`config.mk`:
```
export PLATFORM = sky130hd
export DESIGN_NAME = three_wheel_odometry_integrator_flat
export DESIGN_NICKNAME = d
export VERILOG_FILES = /design/src/odo_pkg.sv /design/src/odo_if.sv /design/src/odo_smul.sv /design/src/odo_cordic.sv /design/src/odo_hwrap.sv /design/src/three_wheel_odometry_integrator.sv /design/src/flat_wrapper.sv
export SDC_FILE = /design/constraint.sdc
export NUM_CORES = 2
export LEC_CHECK = 0
export ABC_AREA = 1
export BUFFER_PORTS_ARGS = -buffer_cell sky130_fd_sc_hd__buf_4
export CAP_MARGIN = 30
export CORE_ASPECT_RATIO = 0.5
export CORE_MARGIN = 5
export CORE_UTILIZATION = 45
export DETAILED_ROUTE_END_ITERATION = 16
export PLACE_DENSITY = 0.62
export SLEW_MARGIN = 20
export SYNTH_ARGS = -nofsm -noshare
export SYNTH_HDL_FRONTEND = slang
export SYNTH_HIERARCHICAL = 1
export SYNTH_SLANG_ARGS = --single-unit
export TNS_END_PERCENT = 5
```
`constraint.sdc`:
```
create_clock -name i_clk -period 8.4 [get_ports i_clk]
set_input_delay 0.84 -clock i_clk [delete_from_list [all_inputs] [get_ports i_clk]]
set_output_delay 0.84 -clock i_clk [all_outputs]
set_load 0.02 [all_outputs]
```
`src/odo_pkg.sv`:
```
`timescale 1ns / 1ps
// Shared widths, constants and tables of the three-wheel odometry integrator.
// Used by the channel interfaces and every module of the block.
package odo_pkg;

    // Field widths
    localparam int ANG_W     = 32;
    localparam int POS_W     = 32;
    localparam int HDG_W     = 19;
    localparam int Q_W       = 16;
    localparam int A2D_W     = 16;
    localparam int SPAN_W    = 24;
    localparam int CFG_IDX_W = 2;
    localparam int CFG_DAT_W = 24;
    localparam int SUM_W     = ANG_W + 1;

    // Bit-serial multiplier: signed multiplicand, signed multiplier scanned LSB first
    localparam int MA_W      = 36;
    localparam int MB_W      = 33;
    localparam int MP_W      = MA_W + 1 + MB_W;
    localparam int MUL_STEPS = MB_W;
    localparam int MCNT_W    = $clog2(MUL_STEPS);

    // CORDIC rotation on the half angle, Q2.30
    localparam int CORDIC_STEPS = 16;
    localparam int ATAN_N       = 24;
    localparam int CI_W         = $clog2(ATAN_N);
    localparam int CR_W         = 34;
    localparam int TRIG_W       = 33;
    localparam int CORDIC_GAIN  = 652032874;

    localparam logic [29:0] ATAN_Q30 [ATAN_N] = '{
        30'd843314857, 30'd497837829, 30'd263043837, 30'd133525159, 30'd67021687,
        30'd33543516, 30'd16775851, 30'd8388437, 30'd4194283, 30'd2097149,
        30'd1048576, 30'd524288, 30'd262144, 30'd131072, 30'd65536,
        30'd32768, 30'd16384, 30'd8192, 30'd4096, 30'd2048,
        30'd1024, 30'd512, 30'd256, 30'd128
    };

    // Heading wrap: bias the sum positive by whole turns, then shift-subtract
    localparam int HALF_TURN  = 205888;
    localparam int FULL_TURN  = 411775;
    localparam int WRAP_W     = 34;
    localparam int WRAP_STEPS = 15;
    localparam int WCNT_W     = $clog2(WRAP_STEPS);
    localparam logic [WRAP_W-1:0] WRAP_OFS =
        WRAP_W'(longint'(10431) * longint'(FULL_TURN) + longint'(HALF_TURN));
    localparam logic [WRAP_W-1:0] WRAP_TOP =
        WRAP_W'(longint'(FULL_TURN) << (WRAP_STEPS - 1));

    // Configuration register indexes
    typedef enum logic [CFG_IDX_W-1:0] {
        CFG_A2D  = 2'd0,
        CFG_SPAN = 2'd1,
        CFG_LOFS = 2'd2
    } t_cfg_idx;

endpackage

```
`src/odo_if.sv`:
```
`timescale 1ns / 1ps
// Valid/ready channel interfaces: encoder sample, pose result, register write.
// Depends on odo_pkg for field widths.
interface odo_in_if;
    import odo_pkg::*;
    logic                    valid;
    logic                    ready;
    logic signed [ANG_W-1:0] left_angle;
    logic signed [ANG_W-1:0] right_angle;
    logic signed [ANG_W-1:0] front_angle;
    modport source(output valid, left_angle, right_angle, front_angle, input ready);
    modport sink(input valid, left_angle, right_angle, front_angle, output ready);
endinterface

interface odo_out_if;
    import odo_pkg::*;
    logic                    valid;
    logic                    ready;
    logic signed [POS_W-1:0] pos_x;
    logic signed [POS_W-1:0] pos_y;
    logic signed [HDG_W-1:0] heading;
    logic signed [Q_W-1:0]   orient_z;
    logic signed [Q_W-1:0]   orient_w;
    modport source(output valid, pos_x, pos_y, heading, orient_z, orient_w, input ready);
    modport sink(input valid, pos_x, pos_y, heading, orient_z, orient_w, output ready);
endinterface

interface odo_cfg_if;
    import odo_pkg::*;
    logic                 valid;
    logic                 ready;
    logic [CFG_IDX_W-1:0] index;
    logic [CFG_DAT_W-1:0] data;
    modport source(output valid, index, data, input ready);
    modport sink(input valid, index, data, output ready);
endinterface

```
`src/odo_smul.sv`:
```
`timescale 1ns / 1ps
// Bit-serial signed multiplier: one multiplier bit per cycle, shift-add.
// Depends on odo_pkg for operand widths.
module odo_smul (
    input  logic                           i_clk,
    input  logic                           i_rst_n,
    input  logic                           i_go,
    input  logic signed [odo_pkg::MA_W-1:0] i_a,
    input  logic signed [odo_pkg::MB_W-1:0] i_b,
    output logic                           o_busy,
    output logic                           o_done,
    output logic signed [odo_pkg::MP_W-1:0] o_p
);
    import odo_pkg::*;

    logic                    r_busy;
    logic                    r_done;
    logic [MCNT_W-1:0]       r_cnt;
    logic signed [MA_W-1:0]  r_a;
    logic signed [MA_W:0]    r_hi;
    logic [MB_W-1:0]         r_lo;
    logic                    last;
    logic signed [MA_W:0]    addend;
    logic signed [MA_W:0]    sum;

    // The multiplier sign bit carries negative weight
    assign last = (r_cnt == MCNT_W'(MUL_STEPS - 1));

    always_comb begin
        if (!r_lo[0]) begin
            addend = '0;
        end else if (last) begin
            addend = -((MA_W + 1)'(r_a));
        end else begin
            addend = (MA_W + 1)'(r_a);
        end
        sum = r_hi + addend;
    end

    // Load, then add and shift one bit per cycle
    always_ff @(posedge i_clk) begin
        if (!i_rst_n) begin
            r_busy <= 1'b0;
            r_done <= 1'b0;
            r_cnt  <= '0;
        end else begin
            r_done <= 1'b0;
            if (i_go) begin
                r_busy <= 1'b1;
                r_cnt  <= '0;
                r_a    <= i_a;
                r_hi   <= '0;
                r_lo   <= i_b;
            end else if (r_busy) begin
                r_hi  <= {sum[MA_W], sum[MA_W:1]};
                r_lo  <= {sum[0], r_lo[MB_W-1:1]};
                r_cnt <= r_cnt + 1'b1;
                if (last) begin
                    r_busy <= 1'b0;
                    r_done <= 1'b1;
                end
            end
        end
    end

    assign o_busy = r_busy;
    assign o_done = r_done;
    assign o_p    = $signed({r_hi, r_lo});

    a_no_restart: assert property (@(posedge i_clk) disable iff (!i_rst_n)
        i_go |-> !r_busy) else $error("multiplier started while busy");
    a_done_after_run: assert property (@(posedge i_clk) disable iff (!i_rst_n)
        r_done |-> $past(r_busy)) else $error("multiplier done without a run");

endmodule

```
`src/odo_cordic.sv`:
```
`timescale 1ns / 1ps
// Iterative CORDIC rotation: half-angle sine and cosine of a Q3.16 heading.
// Depends on odo_pkg for the arctangent table and step count.
module odo_cordic (
    input  logic                              i_clk,
    input  logic                              i_rst_n,
    input  logic                              i_go,
    input  logic signed [odo_pkg::HDG_W-1:0]  i_angle,
    output logic                              o_done,
    output logic signed [odo_pkg::TRIG_W-1:0] o_sin,
    output logic signed [odo_pkg::TRIG_W-1:0] o_cos
);
    import odo_pkg::*;

    logic                   r_busy;
    logic                   r_done;
    logic [CI_W-1:0]        r_i;
    logic signed [CR_W-1:0] r_x;
    logic signed [CR_W-1:0] r_y;
    logic signed [CR_W-1:0] r_z;
    logic signed [CR_W-1:0] xs;
    logic signed [CR_W-1:0] ys;
    logic signed [CR_W-1:0] at;
    logic                   last;

    assign xs   = r_x >>> r_i;
    assign ys   = r_y >>> r_i;
    assign at   = $signed({{(CR_W - 30){1'b0}}, ATAN_Q30[r_i]});
    assign last = (r_i == CI_W'(CORDIC_STEPS - 1));

    // Rotate toward zero residual angle, one micro-rotation per cycle
    always_ff @(posedge i_clk) begin
        if (!i_rst_n) begin
            r_busy <= 1'b0;
            r_done <= 1'b0;
            r_i    <= '0;
        end else begin
            r_done <= 1'b0;
            if (i_go) begin
                r_busy <= 1'b1;
                r_i    <= '0;
                r_x    <= CR_W'(CORDIC_GAIN);
                r_y    <= '0;
                r_z    <= CR_W'(i_angle) <<< 13;
            end else if (r_busy) begin
                if (!r_z[CR_W-1]) begin
                    r_x <= r_x - ys;
                    r_y <= r_y + xs;
                    r_z <= r_z - at;
                end else begin
                    r_x <= r_x + ys;
                    r_y <= r_y - xs;
                    r_z <= r_z + at;
                end
                r_i <= r_i + 1'b1;
                if (last) begin
                    r_busy <= 1'b0;
                    r_done <= 1'b1;
                end
            end
        end
    end

    assign o_done = r_done;
    assign o_sin  = r_y[TRIG_W-1:0];
    assign o_cos  = r_x[TRIG_W-1:0];

    a_finish: assert property (@(posedge i_clk) disable iff (!i_rst_n)
        (r_busy && last && !i_go) |=> r_done) else $error("CORDIC did not finish");

endmodule

```
`src/odo_hwrap.sv`:
```
`timescale 1ns / 1ps
// Serial heading wrap into one turn: biased shift-subtract, one bit per cycle.
// Depends on odo_pkg for turn constants.
module odo_hwrap (
    input  logic                             i_clk,
    input  logic                             i_rst_n,
    input  logic                             i_go,
    input  logic signed [odo_pkg::SUM_W-1:0] i_sum,
    output logic                             o_done,
    output logic signed [odo_pkg::HDG_W-1:0] o_heading
);
    import odo_pkg::*;

    logic               r_busy;
    logic               r_done;
    logic [WCNT_W-1:0]  r_k;
    logic [WRAP_W-1:0]  r_r;
    logic [WRAP_W-1:0]  r_d;
    logic               last;

    assign last = (r_k == WCNT_W'(WRAP_STEPS - 1));

    // Subtract the shifted turn where it fits, then halve it
    always_ff @(posedge i_clk) begin
        if (!i_rst_n) begin
            r_busy <= 1'b0;
            r_done <= 1'b0;
            r_k    <= '0;
        end else begin
            r_done <= 1'b0;
            if (i_go) begin
                r_busy <= 1'b1;
                r_k    <= '0;
                r_r    <= WRAP_W'(i_sum) + WRAP_OFS;
                r_d    <= WRAP_TOP;
            end else if (r_busy) begin
                if (r_r >= r_d) begin
                    r_r <= r_r - r_d;
                end
                r_d <= r_d >> 1;
                r_k <= r_k + 1'b1;
                if (last) begin
                    r_busy <= 1'b0;
                    r_done <= 1'b1;
                end
            end
        end
    end

    assign o_done    = r_done;
    assign o_heading = $signed(r_r[HDG_W-1:0] - HDG_W'(HALF_TURN));

    a_in_turn: assert property (@(posedge i_clk) disable iff (!i_rst_n)
        r_done |-> (int'(o_heading) >= -HALF_TURN && int'(o_heading) < HALF_TURN))
        else $error("wrapped heading outside one turn");

endmodule

```
`src/three_wheel_odometry_integrator.sv`:
```
`timescale 1ns / 1ps
// Top level of the three-wheel odometry integrator: sequencer, state and ports.
// Depends on odo_pkg, odo_if, odo_smul, odo_cordic and odo_hwrap.

// Each accepted sample of left, right and front encoder angles yields one pose
// result (x, y, wrapped heading, yaw quaternion z and w). The work of a sample
// is dominated by twelve passes through the one shared bit-serial multiplier,
// plus two CORDIC runs, a heading wrap and the load of the output register.
// One sample is in work at a time; a finished result waits in the output
// register while the next sample is taken. Register writes take effect at
// once and belong between samples.
module three_wheel_odometry_integrator (
    input  logic     i_clk,
    input  logic     i_rst_n,
    odo_in_if.sink   i_sample,
    odo_out_if.source o_result,
    odo_cfg_if.sink  i_cfg
);
    import odo_pkg::*;

    typedef enum logic [2:0] {
        ST_IDLE, ST_MUL, ST_COR1, ST_WRAP, ST_COR2, ST_DONE
    } t_state;

    typedef enum logic [3:0] {
        OP_SL, OP_SR, OP_SF, OP_ROT, OP_LAT, OP_SC,
        OP_CC, OP_SS, OP_FC, OP_LS, OP_FS, OP_LC
    } t_op;

    t_state r_state;
    t_op    r_op;
    logic   r_mul_go;
    logic   r_cor_go;
    logic   r_wrap_go;

    // Configuration
    logic [A2D_W-1:0]  r_a2d;
    logic [SPAN_W-1:0] r_span;
    logic [SPAN_W-1:0] r_lofs;

    // Pose state
    logic signed [ANG_W-1:0] r_prev_l, r_prev_r, r_prev_f;
    logic signed [POS_W-1:0] r_acc_x, r_acc_y;
    logic signed [HDG_W-1:0] r_acc_h;

    // Work registers
    logic signed [ANG_W-1:0]  r_ang_l, r_ang_r, r_ang_f;
    logic signed [ANG_W-1:0]  r_left, r_right, r_front;
    logic signed [SUM_W-1:0]  r_dl, r_dr, r_df;
    logic signed [ANG_W-1:0]  r_fwd, r_rot, r_lat;
    logic signed [TRIG_W-1:0] r_s, r_c, r_sh, r_ch;
    logic signed [MP_W-1:0]   r_t;
    logic signed [POS_W-1:0]  r_ax, r_ay;
    logic signed [HDG_W-1:0]  r_hn;

    // Output register
    logic                    r_ov;
    logic signed [POS_W-1:0] r_ox, r_oy;
    logic signed [HDG_W-1:0] r_oh;
    logic signed [Q_W-1:0]   r_oz, r_ow;

    // Unit connections
    logic signed [MA_W-1:0]   mul_a;
    logic signed [MB_W-1:0]   mul_b;
    logic                     mul_busy, mul_done;
    logic signed [MP_W-1:0]   mul_p;
    logic signed [HDG_W-1:0]  cor_angle;
    logic                     cor_done;
    logic signed [TRIG_W-1:0] cor_sin, cor_cos;
    logic signed [SUM_W-1:0]  wrap_sum;
    logic                     wrap_done;
    logic signed [HDG_W-1:0]  wrap_hdg;

    // Post-processing values
    logic signed [ANG_W-1:0] scl;
    logic signed [ANG_W-1:0] nscl;
    logic signed [MP_W-1:0]  p16;
    logic signed [MP_W-1:0]  diff;
    logic signed [MP_W-1:0]  dsum;
    logic                    out_free;

    function automatic logic signed [POS_W-1:0] sat32(input logic signed [MP_W-1:0] v);
        logic fits;
        fits = (&v[MP_W-1:POS_W-1]) || !(|v[MP_W-1:POS_W-1]);
        if (fits) begin
            sat32 = v[POS_W-1:0];
        end else if (v[MP_W-1]) begin
            sat32 = {1'b1, {(POS_W - 1){1'b0}}};
        end else begin
            sat32 = {1'b0, {(POS_W - 1){1'b1}}};
        end
    endfunction

    function automatic logic signed [Q_W-1:0] to_q15(input logic signed [TRIG_W-1:0] v);
        logic signed [TRIG_W:0] r;
        r = (TRIG_W + 1)'(v) + (TRIG_W + 1)'(16384);
        r = r >>> 15;
        if (r > (TRIG_W + 1)'(32767)) begin
            to_q15 = 16'sh7fff;
        end else if (r < -(TRIG_W + 1)'(32768)) begin
            to_q15 = 16'sh8000;
        end else begin
            to_q15 = r[Q_W-1:0];
        end
    endfunction

    // Select multiplier operands for the current step
    always_comb begin
        unique case (r_op)
            OP_SL:   begin mul_a = MA_W'(r_ang_l); mul_b = MB_W'(r_a2d); end
            OP_SR:   begin mul_a = MA_W'(r_ang_r); mul_b = MB_W'(r_a2d); end
            OP_SF:   begin mul_a = MA_W'(r_ang_f); mul_b = MB_W'(r_a2d); end
            OP_ROT:  begin mul_a = MA_W'(r_dl) - MA_W'(r_dr); mul_b = MB_W'(r_span); end
            OP_LAT:  begin mul_a = MA_W'(r_rot); mul_b = MB_W'(r_lofs); end
            OP_SC:   begin mul_a = MA_W'(r_s); mul_b = MB_W'(r_c); end
            OP_CC:   begin mul_a = MA_W'(r_c); mul_b = MB_W'(r_c); end
            OP_SS:   begin mul_a = MA_W'(r_s); mul_b = MB_W'(r_s); end
            OP_FC:   begin mul_a = MA_W'(r_fwd); mul_b = r_ch; end
            OP_LS:   begin mul_a = MA_W'(r_lat); mul_b = r_sh; end
            OP_FS:   begin mul_a = MA_W'(r_fwd); mul_b = r_sh; end
            OP_LC:   begin mul_a = MA_W'(r_lat); mul_b = r_ch; end
            default: begin mul_a = '0; mul_b = '0; end
        endcase
    end

    assign scl       = mul_p[ANG_W+15:16];
    assign nscl      = -scl;
    assign p16       = mul_p >>> 16;
    assign diff      = (r_t - mul_p) >>> 30;
    assign dsum      = (r_t + mul_p) >>> 30;
    assign cor_angle = (r_state == ST_COR1) ? r_acc_h : r_hn;
    assign wrap_sum  = SUM_W'(r_acc_h) + SUM_W'(r_rot);
    assign out_free  = !r_ov || o_result.ready;

    odo_smul u_smul (
        .i_clk   (i_clk),
        .i_rst_n (i_rst_n),
        .i_go    (r_mul_go),
        .i_a     (mul_a),
        .i_b     (mul_b),
        .o_busy  (mul_busy),
        .o_done  (mul_done),
        .o_p     (mul_p)
    );

    odo_cordic u_cordic (
        .i_clk   (i_clk),
        .i_rst_n (i_rst_n),
        .i_go    (r_cor_go),
        .i_angle (cor_angle),
        .o_done  (cor_done),
        .o_sin   (cor_sin),
        .o_cos   (cor_cos)
    );

    odo_hwrap u_hwrap (
        .i_clk     (i_clk),
        .i_rst_n   (i_rst_n),
        .i_go      (r_wrap_go),
        .i_sum     (wrap_sum),
        .o_done    (wrap_done),
        .o_heading (wrap_hdg)
    );

    // Register writes
    always_ff @(posedge i_clk) begin
        if (!i_rst_n) begin
            r_a2d  <= A2D_W'(6554);
            r_span <= SPAN_W'(81920);
            r_lofs <= SPAN_W'(26214);
        end else if (i_cfg.valid) begin
            unique case (i_cfg.index)
                CFG_A2D:  r_a2d  <= i_cfg.data[A2D_W-1:0];
                CFG_SPAN: r_span <= i_cfg.data[SPAN_W-1:0];
                CFG_LOFS: r_lofs <= i_cfg.data[SPAN_W-1:0];
                default:  ;
            endcase
        end
    end

    // Sequencer, pose state and output register
    always_ff @(posedge i_clk) begin
        if (!i_rst_n) begin
            r_state   <= ST_IDLE;
            r_op      <= OP_SL;
            r_mul_go  <= 1'b0;
            r_cor_go  <= 1'b0;
            r_wrap_go <= 1'b0;
            r_ov      <= 1'b0;
            r_prev_l  <= '0;
            r_prev_r  <= '0;
            r_prev_f  <= '0;
            r_acc_x   <= '0;
            r_acc_y   <= '0;
            r_acc_h   <= '0;
        end else begin
            r_mul_go  <= 1'b0;
            r_cor_go  <= 1'b0;
            r_wrap_go <= 1'b0;
            // Load a finished pose, hold an untaken one, drop a taken one
            r_ov <= ((r_state == ST_DONE) && out_free) || (r_ov && !o_result.ready);
            unique case (r_state)
                ST_IDLE: begin
                    if (i_sample.valid) begin
                        r_ang_l  <= i_sample.left_angle;
                        r_ang_r  <= i_sample.right_angle;
                        r_ang_f  <= i_sample.front_angle;
                        r_op     <= OP_SL;
                        r_mul_go <= 1'b1;
                        r_state  <= ST_MUL;
                    end
                end
                ST_MUL: begin
                    if (mul_done) begin
                        r_mul_go <= 1'b1;
                        unique case (r_op)
                            OP_SL: begin
                                r_left <= nscl;
                                r_dl   <= SUM_W'(nscl) - SUM_W'(r_prev_l);
                                r_op   <= OP_SR;
                            end
                            OP_SR: begin
                                r_right <= scl;
                                r_dr    <= SUM_W'(scl) - SUM_W'(r_prev_r);
                                r_op    <= OP_SF;
                            end
                            OP_SF: begin
                                r_front <= nscl;
                                r_df    <= SUM_W'(nscl) - SUM_W'(r_prev_f);
                                r_fwd   <= sat32((MP_W'(r_dl) + MP_W'(r_dr)) >>> 1);
                                r_op    <= OP_ROT;
                            end
                            OP_ROT: begin
                                r_rot <= sat32(p16);
                                r_op  <= OP_LAT;
                            end
                            OP_LAT: begin
                                r_lat    <= sat32(MP_W'(r_df) - p16);
                                r_mul_go <= 1'b0;
                                r_cor_go <= 1'b1;
                                r_state  <= ST_COR1;
                            end
                            OP_SC: begin
                                r_sh <= mul_p[TRIG_W+28:29];
                                r_op <= OP_CC;
                            end
                            OP_CC: begin
                                r_t  <= mul_p;
                                r_op <= OP_SS;
                            end
                            OP_SS: begin
                                r_ch <= diff[TRIG_W-1:0];
                                r_op <= OP_FC;
                            end
                            OP_FC: begin
                                r_t  <= mul_p;
                                r_op <= OP_LS;
                            end
                            OP_LS: begin
                                r_ax <= sat32(MP_W'(r_acc_x) + diff);
                                r_op <= OP_FS;
                            end
                            OP_FS: begin
                                r_t  <= mul_p;
                                r_op <= OP_LC;
                            end
                            OP_LC: begin
                                r_ay      <= sat32(MP_W'(r_acc_y) + dsum);
                                r_mul_go  <= 1'b0;
                                r_wrap_go <= 1'b1;
                                r_state   <= ST_WRAP;
                            end
                            default: begin
                                r_mul_go <= 1'b0;
                                r_state  <= ST_IDLE;
                            end
                        endcase
                    end
                end
                ST_COR1: begin
                    if (cor_done) begin
                        r_s      <= cor_sin;
                        r_c      <= cor_cos;
                        r_op     <= OP_SC;
                        r_mul_go <= 1'b1;
                        r_state  <= ST_MUL;
                    end
                end
                ST_WRAP: begin
                    if (wrap_done) begin
                        r_hn     <= wrap_hdg;
                        r_cor_go <= 1'b1;
                        r_state  <= ST_COR2;
                    end
                end
                ST_COR2: begin
                    if (cor_done) begin
                        r_s     <= cor_sin;
                        r_c     <= cor_cos;
                        r_state <= ST_DONE;
                    end
                end
                ST_DONE: begin
                    // Hold until the output register is free, then commit the pose
                    if (out_free) begin
                        r_ox     <= r_ax;
                        r_oy     <= r_ay;
                        r_oh     <= r_hn;
                        r_oz     <= to_q15(r_s);
                        r_ow     <= to_q15(r_c);
                        r_prev_l <= r_left;
                        r_prev_r <= r_right;
                        r_prev_f <= r_front;
                        r_acc_x  <= r_ax;
                        r_acc_y  <= r_ay;
                        r_acc_h  <= r_hn;
                        r_state  <= ST_IDLE;
                    end
                end
                default: r_state <= ST_IDLE;
            endcase
        end
    end

    assign i_sample.ready   = (r_state == ST_IDLE);
    assign i_cfg.ready      = 1'b1;
    assign o_result.valid   = r_ov;
    assign o_result.pos_x   = r_ox;
    assign o_result.pos_y   = r_oy;
    assign o_result.heading = r_oh;
    assign o_result.orient_z = r_oz;
    assign o_result.orient_w = r_ow;

    a_result_from_done: assert property (@(posedge i_clk) disable iff (!i_rst_n)
        $rose(r_ov) |-> $past(r_state == ST_DONE)) else $error("result without a finished sample");
    a_idle_units_quiet: assert property (@(posedge i_clk) disable iff (!i_rst_n)
        (r_state == ST_IDLE) |-> !mul_busy) else $error("multiplier busy while idle");

endmodule
```
`src/flat_wrapper.sv`:
```
// flat-port wrapper written by rule: the top's interface ports become plain ports
module three_wheel_odometry_integrator_flat import odo_pkg::*;
  (i_clk, i_rst_n, i_sample_valid, i_sample_left_angle, i_sample_right_angle, i_sample_front_angle, i_sample_ready, o_result_valid, o_result_pos_x, o_result_pos_y, o_result_heading, o_result_orient_z, o_result_orient_w, o_result_ready, i_cfg_valid, i_cfg_index, i_cfg_data, i_cfg_ready);
  odo_in_if i_sample_i ();
  odo_out_if o_result_i ();
  odo_cfg_if i_cfg_i ();
  input  logic i_clk;
  input  logic i_rst_n;
  input wire logic [$bits(i_sample_i.valid)-1:0] i_sample_valid;
  input wire logic [$bits(i_sample_i.left_angle)-1:0] i_sample_left_angle;
  input wire logic [$bits(i_sample_i.right_angle)-1:0] i_sample_right_angle;
  input wire logic [$bits(i_sample_i.front_angle)-1:0] i_sample_front_angle;
  output wire logic [$bits(i_sample_i.ready)-1:0] i_sample_ready;
  output wire logic [$bits(o_result_i.valid)-1:0] o_result_valid;
  output wire logic [$bits(o_result_i.pos_x)-1:0] o_result_pos_x;
  output wire logic [$bits(o_result_i.pos_y)-1:0] o_result_pos_y;
  output wire logic [$bits(o_result_i.heading)-1:0] o_result_heading;
  output wire logic [$bits(o_result_i.orient_z)-1:0] o_result_orient_z;
  output wire logic [$bits(o_result_i.orient_w)-1:0] o_result_orient_w;
  input wire logic [$bits(o_result_i.ready)-1:0] o_result_ready;
  input wire logic [$bits(i_cfg_i.valid)-1:0] i_cfg_valid;
  input wire logic [$bits(i_cfg_i.index)-1:0] i_cfg_index;
  input wire logic [$bits(i_cfg_i.data)-1:0] i_cfg_data;
  output wire logic [$bits(i_cfg_i.ready)-1:0] i_cfg_ready;
  assign i_sample_i.valid = i_sample_valid;
  assign i_sample_i.left_angle = i_sample_left_angle;
  assign i_sample_i.right_angle = i_sample_right_angle;
  assign i_sample_i.front_angle = i_sample_front_angle;
  assign i_sample_ready = i_sample_i.ready;
  assign o_result_valid = o_result_i.valid;
  assign o_result_pos_x = o_result_i.pos_x;
  assign o_result_pos_y = o_result_i.pos_y;
  assign o_result_heading = o_result_i.heading;
  assign o_result_orient_z = o_result_i.orient_z;
  assign o_result_orient_w = o_result_i.orient_w;
  assign o_result_i.ready = o_result_ready;
  assign i_cfg_i.valid = i_cfg_valid;
  assign i_cfg_i.index = i_cfg_index;
  assign i_cfg_i.data = i_cfg_data;
  assign i_cfg_ready = i_cfg_i.ready;
  three_wheel_odometry_integrator u_core (.i_clk(i_clk), .i_rst_n(i_rst_n), .i_sample(i_sample_i), .o_result(o_result_i), .i_cfg(i_cfg_i));
endmodule
```
# Word level (Yosys, flattened, before mapping)
# Memories as Yosys holds them, arrays and structs flattened.
# Index checks and enable logic that the tools add are counted.
totals:
  register_bits: 1337
  rom_bits: 960
  inputBits: 127
  memories: 1
mem_list:
  columns: ["memory", "depth", "word_bits", "rd", "rd_clocked_by_memory_dff", "wr", "line", "text"]
  rows:
  - ["(name not given)", 32, 30, 1, 0, 0, "odo_cordic.sv:28", "assign at = $signed({{(CR_W - 30){1'b0}}, ATAN_Q30[r_i]});"]
classes:
  n_addsub: 28
  magnitude_cmp: 6
  n_eq_ne: 29
  shifts: 2
  n_mux: 68
  n_bitwise: 5
  n_reduce_logical: 76
op_table:
  columns: ["operator", "n"]
  rows:
  - ["$mux W34", 10]
  - ["$pmux W36 S9", 1]
  - ["$mux W32", 10]
  - ["$pmux W33 S7", 1]
  - ["$reduce_and A39 Y1", 3]
  - ["$reduce_or A39 Y1", 3]
  - ["$mux W37", 3]
  - ["$mux W33", 3]
  - ["$sub A32 B32 Y33", 3]
  - ["$add A32 B40 Y41", 2]
  - ["$add A70 B70 Y70", 1]
  - ["$sub A70 B70 Y70", 1]
  - ["$add A33 B16 Y34 const B", 2]
  - ["$add A34 B34 Y34", 2]
  - ["$sshr A34 B5 Y34", 2]
  - ["$sub A34 B34 Y34", 2]
  - ["$mux W30", 2]
  - ["$sub A33 B54 Y55", 1]
  - ["$pmux W4 S10", 1]
  - ["$reduce_and A4 Y1", 10]
  - ["$gt A19 B16 Y1 const B", 2]
  - ["$lt A19 B16 Y1 const B", 2]
  - ["$reduce_and A38 Y1", 1]
  - ["$reduce_or A38 Y1", 1]
  - ["other kinds (59)", 145]

# Logic depth before layout (Yosys ltp)
depth:
  depth_word: 8
  mapped_depth: 35
  mapped_depth_nobuf: 34

# By module
# The synthesis kept the hierarchy.
by_module_without_submodules:
  columns: ["module", "n_inst", "cells_per_inst", "area_per_inst_um2", "seq_area_each_um2"]
  rows:
  - ["three_wheel_odometry_integrator", 1, 8920, 69319.0, 28717.5]
  - ["odo_cordic", 1, 2756, 16896.2, 3203.1]
  - ["odo_smul", 1, 975, 7467.2, 3313.2]
  - ["odo_hwrap", 1, 956, 6449.9, 2132.0]

# Worst setup path before layout
# Ideal clock, no wire load.
synth_timing:
  path_kind: "input to register"
  startpoint: "in i_rst_n"
  endpoint: "reg u_core.r_oh[0] (netlist: u_core/o_result.heading[0]) (enable)"
  arrival_ns: 6.336
  t_required_ns: 7.809
  slack_ns: 1.473
  path_stages: 4
  n_path_buf: 2
  cell_sequence: "clkbuf_1 > clkbuf_1 > clkinv_1 > nor2_1"
synth_between:
  elab_chain_cells: 1
synth_lines:
  columns: ["element", "line", "text"]
  rows:
  - ["from (decl)", "flat_wrapper.sv:8", "input logic i_rst_n;"]
  - ["$reduce_and A3 Y1 (no source line)", null, null]
  - ["to (signal assigned)", "three_wheel_odometry_integrator.sv:308", "r_oh <= r_hn;"]
  - ["to (decl)", "three_wheel_odometry_integrator.sv:59", "logic signed [HDG_W-1:0] r_oh;"]
# No other way between the ends.
# A chain may end at the register's enable or synchronous reset.

# Worst setup path in the final report
layout_timing:
  startpoint: "reg u_core.u_smul.r_lo[30]"
  endpoint: "reg u_core.r_ax[4], data pin"
layout_between:
  elab_chain_cells: 6
  elab_cells_between_ends: 8
layout_lines:
  columns: ["element", "line", "text"]
  rows:
  - ["from (decl)", "odo_smul.sv:21", "logic [MB_W-1:0] r_lo;"]
  - ["from (signal assigned)", "odo_smul.sv:53", "r_lo <= i_b;"]
  - ["from (signal assigned)", "odo_smul.sv:56", "r_lo <= {sum[0], r_lo[MB_W-1:1]};"]
  - ["$sub A70 B70 Y70 *", "three_wheel_odometry_integrator.sv:129", "assign diff = (r_t - mul_p) >>> 30;"]
  - ["via u_core.diff[1]", "three_wheel_odometry_integrator.sv:78", "logic signed [MP_W-1:0] diff;"]
  - ["$add A32 B40 Y41 *", "three_wheel_odometry_integrator.sv:260", "r_ax <= sat32(MP_W'(r_acc_x) + diff);"]
  - ["$reduce_or A39 Y1", "three_wheel_odometry_integrator.sv:84", "fits = (&v[MP_W-1:POS_W-1]) || !(|v[MP_W-1:POS_W-1]);"]
  - ["$logic_not A1 Y1", "three_wheel_odometry_integrator.sv:84", null]
  - ["$logic_or A1 B1 Y1", "three_wheel_odometry_integrator.sv:84", null]
  - ["$mux W32 *", "three_wheel_odometry_integrator.sv:85", "if (fits) begin"]
  - ["to (signal assigned)", "three_wheel_odometry_integrator.sv:260", null]
  - ["to (decl)", "three_wheel_odometry_integrator.sv:53", "logic signed [POS_W-1:0] r_ax, r_ay;"]
# Mark *: on every way through the listed nets, which the timed path passes. The rest lies on a longest branch.

==> summary.txt <==
Run status
  • Outcome: finished clean

Synthesis
  • Yosys warnings: 6
  • Leading cell types by total area after synthesis: edfxtp_1 (32%), nand2_1 (12%), ha_1 (8.2%)
  • FFs w/ async S/R, synth: 0%
  • Number of synthesized register bits: 1336
  • Gate Count Post-Synth: 13600
  • Share of the yosys chip area belonging to registers: 37.3%
  • Count of flip-flops with a built-in enable after synthesis: 1061
  • Commonest register cell after synthesis: edfxtp_1
  • Netlist area before placement: 100000 um2
  • Synthesized netlist net count: 14400
  • Largest area contributor in the netlist: edfxtp_1
  • Post-synthesis cell type count: 83
  • Avg Cell Area, Syn: 7.36 um2
  • Area share of the leading cell type in the synthesized netlist: 31.8%

Placement
  • Quantity of I/O buffers inserted on ports: 243
  • HPWL reported at the end of detailed placement: 358000 um
  • Final estimated routing congestion in global placement: 1.08

Global routing
  • Maximum number of pins on one net before global-route repair: 123
  • Wire length of the first global-routing pass: 624000 um
  • Number of antenna violations at the first check in global routing: 38
  • Overall track demand over capacity in global routing: 36.5%
  • Vias in the first global route: 89500
  • Residual overflow from global routing: 0

Routing
  • Initial DRT Pass Iterations: 9
  • Number of nets with antenna violations after detailed routing: 0
  • Detail-routed net length per standard cell: 26.3 um
  • Vias per std cell: 5.86
  • Drt drc: 0
  • Aggregate routed wire length: 442000 um
  • Overall via count from detail_route: 98500
  • Number of design-rule violations left by the first detailed-router iteration: 12900

Power
  • Sw frac: 38.9%
  • Maximum vdd drop: 154 uV
  • Internal power component: 13.1 mW
  • Leakage: 47.7 nW
  • Total power per unit cell area: 196 nW/um2
  • Net load switching power: 8.32 mW
  • Sequential fraction of design power: 36.8%
  • Part of the power in the clock network: 30.1%
  • Combinational share of power: 33.1%

Die
  • Top-level port count: 245
  • Number of standard-cell rows in the floorplan: 122
  • Die Area: 233000 um2
  • Initial Utilization: 45.2%
  • Horiz. Die Dim: 677 um
  • Total core area: 221000 um2
  • DIE HEIGHT: 344 um

Timing
  • Worst slew margin relative to its limit: 22.8%
  • Final Skew: 48.8 ps
  • Actual transition at the worst max-transition pin: 1150 ps
  • Endpoints failing hold: 0
  • Setup repair after global routing missed its margin: false
  • Setup TNS: 0 ps
  • Number of setup violations in the final report: 0
  • Fin crit period: 6910 ps
  • Maximum frequency from static timing analysis: 145 MHz
  • Share of the cycle needed by the critical path after routing: 82.3%
  • Final slew viol count: 0
  • Worst Hold Margin: 189 ps

Critical path
  • Crit Reg-Reg Endpoint: u_core/r_ax[4]$_DFFE_PP_
  • Setup slack of the most critical reg-to-reg path: 1490 ps
  • Endpoint type of the worst setup path: register
  • Maximum fanout along the worst path: 17
  • Critical path's most frequent cell: nand2_1
  • Type of the worst setup path: register to register
  • Req. time, crit path: 8950 ps
  • Crit start category: register
  • FF-to-FF path depth: 28
  • Critical-path cell with the highest stage delay: xor2_1
  • Data arrival time of the critical path: 7460 ps
  • Worst path max stage delay: 700 ps
  • Worst reg2reg startpoint: u_core/u_smul/r_lo[30]$_DFFE_PP_

CTS
  • Post-CTS Setup Repair Bufs: 0
  • Clock transition at path regs: 70 ps
  • Hold bufs inserted after CTS: 0
  • Number of buffers between clock root and the deepest sink: 4
  • Root Buffer Master: clkbuf_16
  • Clock insertion delay at the later pin of the skew report: 830 ps
  • CTS tree: yes
  • Gates resized, CTS repair: 0
  • Number of CTS-inserted buffers: 146
  • Num Clock Sinks: 1336
  • H-tree depth: 4

Min path
  • Class of the tightest hold or removal check: primary input to register
  • Startpoint of the worst hold path: i_sample_right_angle[15]
  • Worst hold path depth: 1
  • End of the worst hold path: u_core/r_ang_r[15]$_DFFE_PP_

Finish
  • Most common cell after layout, fill and taps aside: nand2_1
  • Layout cells sized above 1: 6.94%
  • P&R area growth vs syn: 9.28%
  • # nets final: 14500
  • Highest-count cells in the layout ignoring fill and taps: nand2_1 (3305), inv_1 (1725), nor2_1 (1524)

Job
  • Number of maximum-capacitance constraint violations: 0
## flip-flops by register name, indices dropped and copies added, names as in the netlist, 33 cells and up
name                 flops
u_core/r_dl             33
u_core/r_sh             33
u_core/r_ch             33
u_core/r_t              70
u_core/u_smul/r_hi      36
u_core/r_c              33
u_core/u_cordic/r_y     34
u_core/u_hwrap/r_d      33
u_core/u_cordic/r_z     34
u_core/u_smul/r_lo      33
u_core/r_s              33
u_core/r_df             33
u_core/u_smul/r_a       36
u_core/u_cordic/r_x     34
u_core/u_hwrap/r_r      34
u_core/r_dr             33
## kinds of logic after synthesis
family	count (synthesis)	synth area share (%)
AO/OA/AOI/OAI	2612	14.6
XOR/XNOR	489	4.28
adder cells (fa/ha/maj)	673	8.51
buffers and inverters	2205	8.91
flip-flops	1336	37.3
multiplexers	1	0.0100
other	1	0.00375
AND/OR/NAND/NOR	6290	26.4
## Yosys cell counts, types with 44 or more instances
cell / number
buf_4: 93
ha_1: 659
xor2_1: 387
a21o_1: 52
inv_1: 1731
dfxtp_1: 275
a31oi_1: 82
a221oi_1: 57
nor3_1: 143
buf_2: 69
nor4_1: 44
clkbuf_1: 213
nor2_2: 52
o21a_1: 65
nor2_1: 1544
o21ai_0: 868
o21ai_1: 64
nand4_1: 158
nand3_1: 798
o21bai_1: 51
xnor2_1: 101
a21oi_1: 1110
nand2_2: 105
edfxtp_1: 1061
nand2_1: 3306
## stage by stage
| stage | util [%] | area (um2) | power, mW | instances | worst slack, ps |
|---|---|---|---|---|---|
| after floorplan | - | 100000 | 12.1 | 13600 | 1470 |
| after global placement | 47.3 | 105000 | 14.8 | 16500 | 1430 |
| after detailed placement | 47.3 | 105000 | 14.8 | 16500 | 1770 |
| after CTS | 49.4 | 109000 | 21.2 | 16800 | 1710 |
| after global routing | 49.4 | 109000 | 22.2 | 16800 | 1130 |
| final | 49.4 | 109000 | 21.4 | 16800 | 1490 |
## critical path, delay by kind of cell, from the launching register on
kind | cells | cell delay, ps
DFF | 1 | 570
xor gates and xnor gates | 1 | 700
adders and majority gates | 2 | 970
buffers and inverters | 5 | 900
AOI/OAI and AO/OA | 4 | 1130
and+or+nand+nor | 16 | 2350
## how the worst max path moves through the flow
stage                                     startpoint                                   end  slack, ps  cells past startpoint
floorplan                                    i_rst_n  u_core/o_result.heading[0]$_DFFE_PP_       1470                      4
global placement    u_core/u_smul/r_lo[32]$_DFFE_PP_              u_core/r_ay[8]$_DFFE_PP_       1430                     30
detailed placement  u_core/u_smul/r_lo[30]$_DFFE_PP_              u_core/r_ax[4]$_DFFE_PP_       1770                     28
CTS                 u_core/u_smul/r_lo[30]$_DFFE_PP_              u_core/r_ax[4]$_DFFE_PP_       1710                     28
global route        u_core/u_smul/r_lo[30]$_DFFE_PP_             u_core/r_ax[12]$_DFFE_PP_       1130                     28
finish              u_core/u_smul/r_lo[30]$_DFFE_PP_              u_core/r_ax[4]$_DFFE_PP_       1490                     28
## routing by layer
layer  track usage (%)  share of wire (%)  up-vias
met1              51.7                 43    46900
met2              53.6                 41     5272
li1                  -                  -    45500
met4              13.7                4.5       18
met3              9.41                 12      794
met5                 0              0.026        -
## final cells by class
type | count | area (um2)
diodes | 11 | 27.5
clock buffers | 192 | 4010
clock inverters | 66 | 520
fillers | 22200 | 112000
inverters | 1792 | 6740
multi-input cells | 10100 | 54000
flip-flops and latches | 1336 | 37400
well taps | 2976 | 3720
repair buffers | 380 | 2980
## power by group through the flow
stage	Combinational, mW	Sequential, mW	Clock [mW]
6_report	7.08	7.89	6.45
5_1_grt	7.53	7.90	6.80
4_1_cts	6.83	7.88	6.54
3_5_place_dp	6.77	8.02	0
3_3_place_gp	6.80	8.01	0
2_1_floorplan	4.14	7.98	0
No activity file was read; power rests on OpenSTA's default activity.
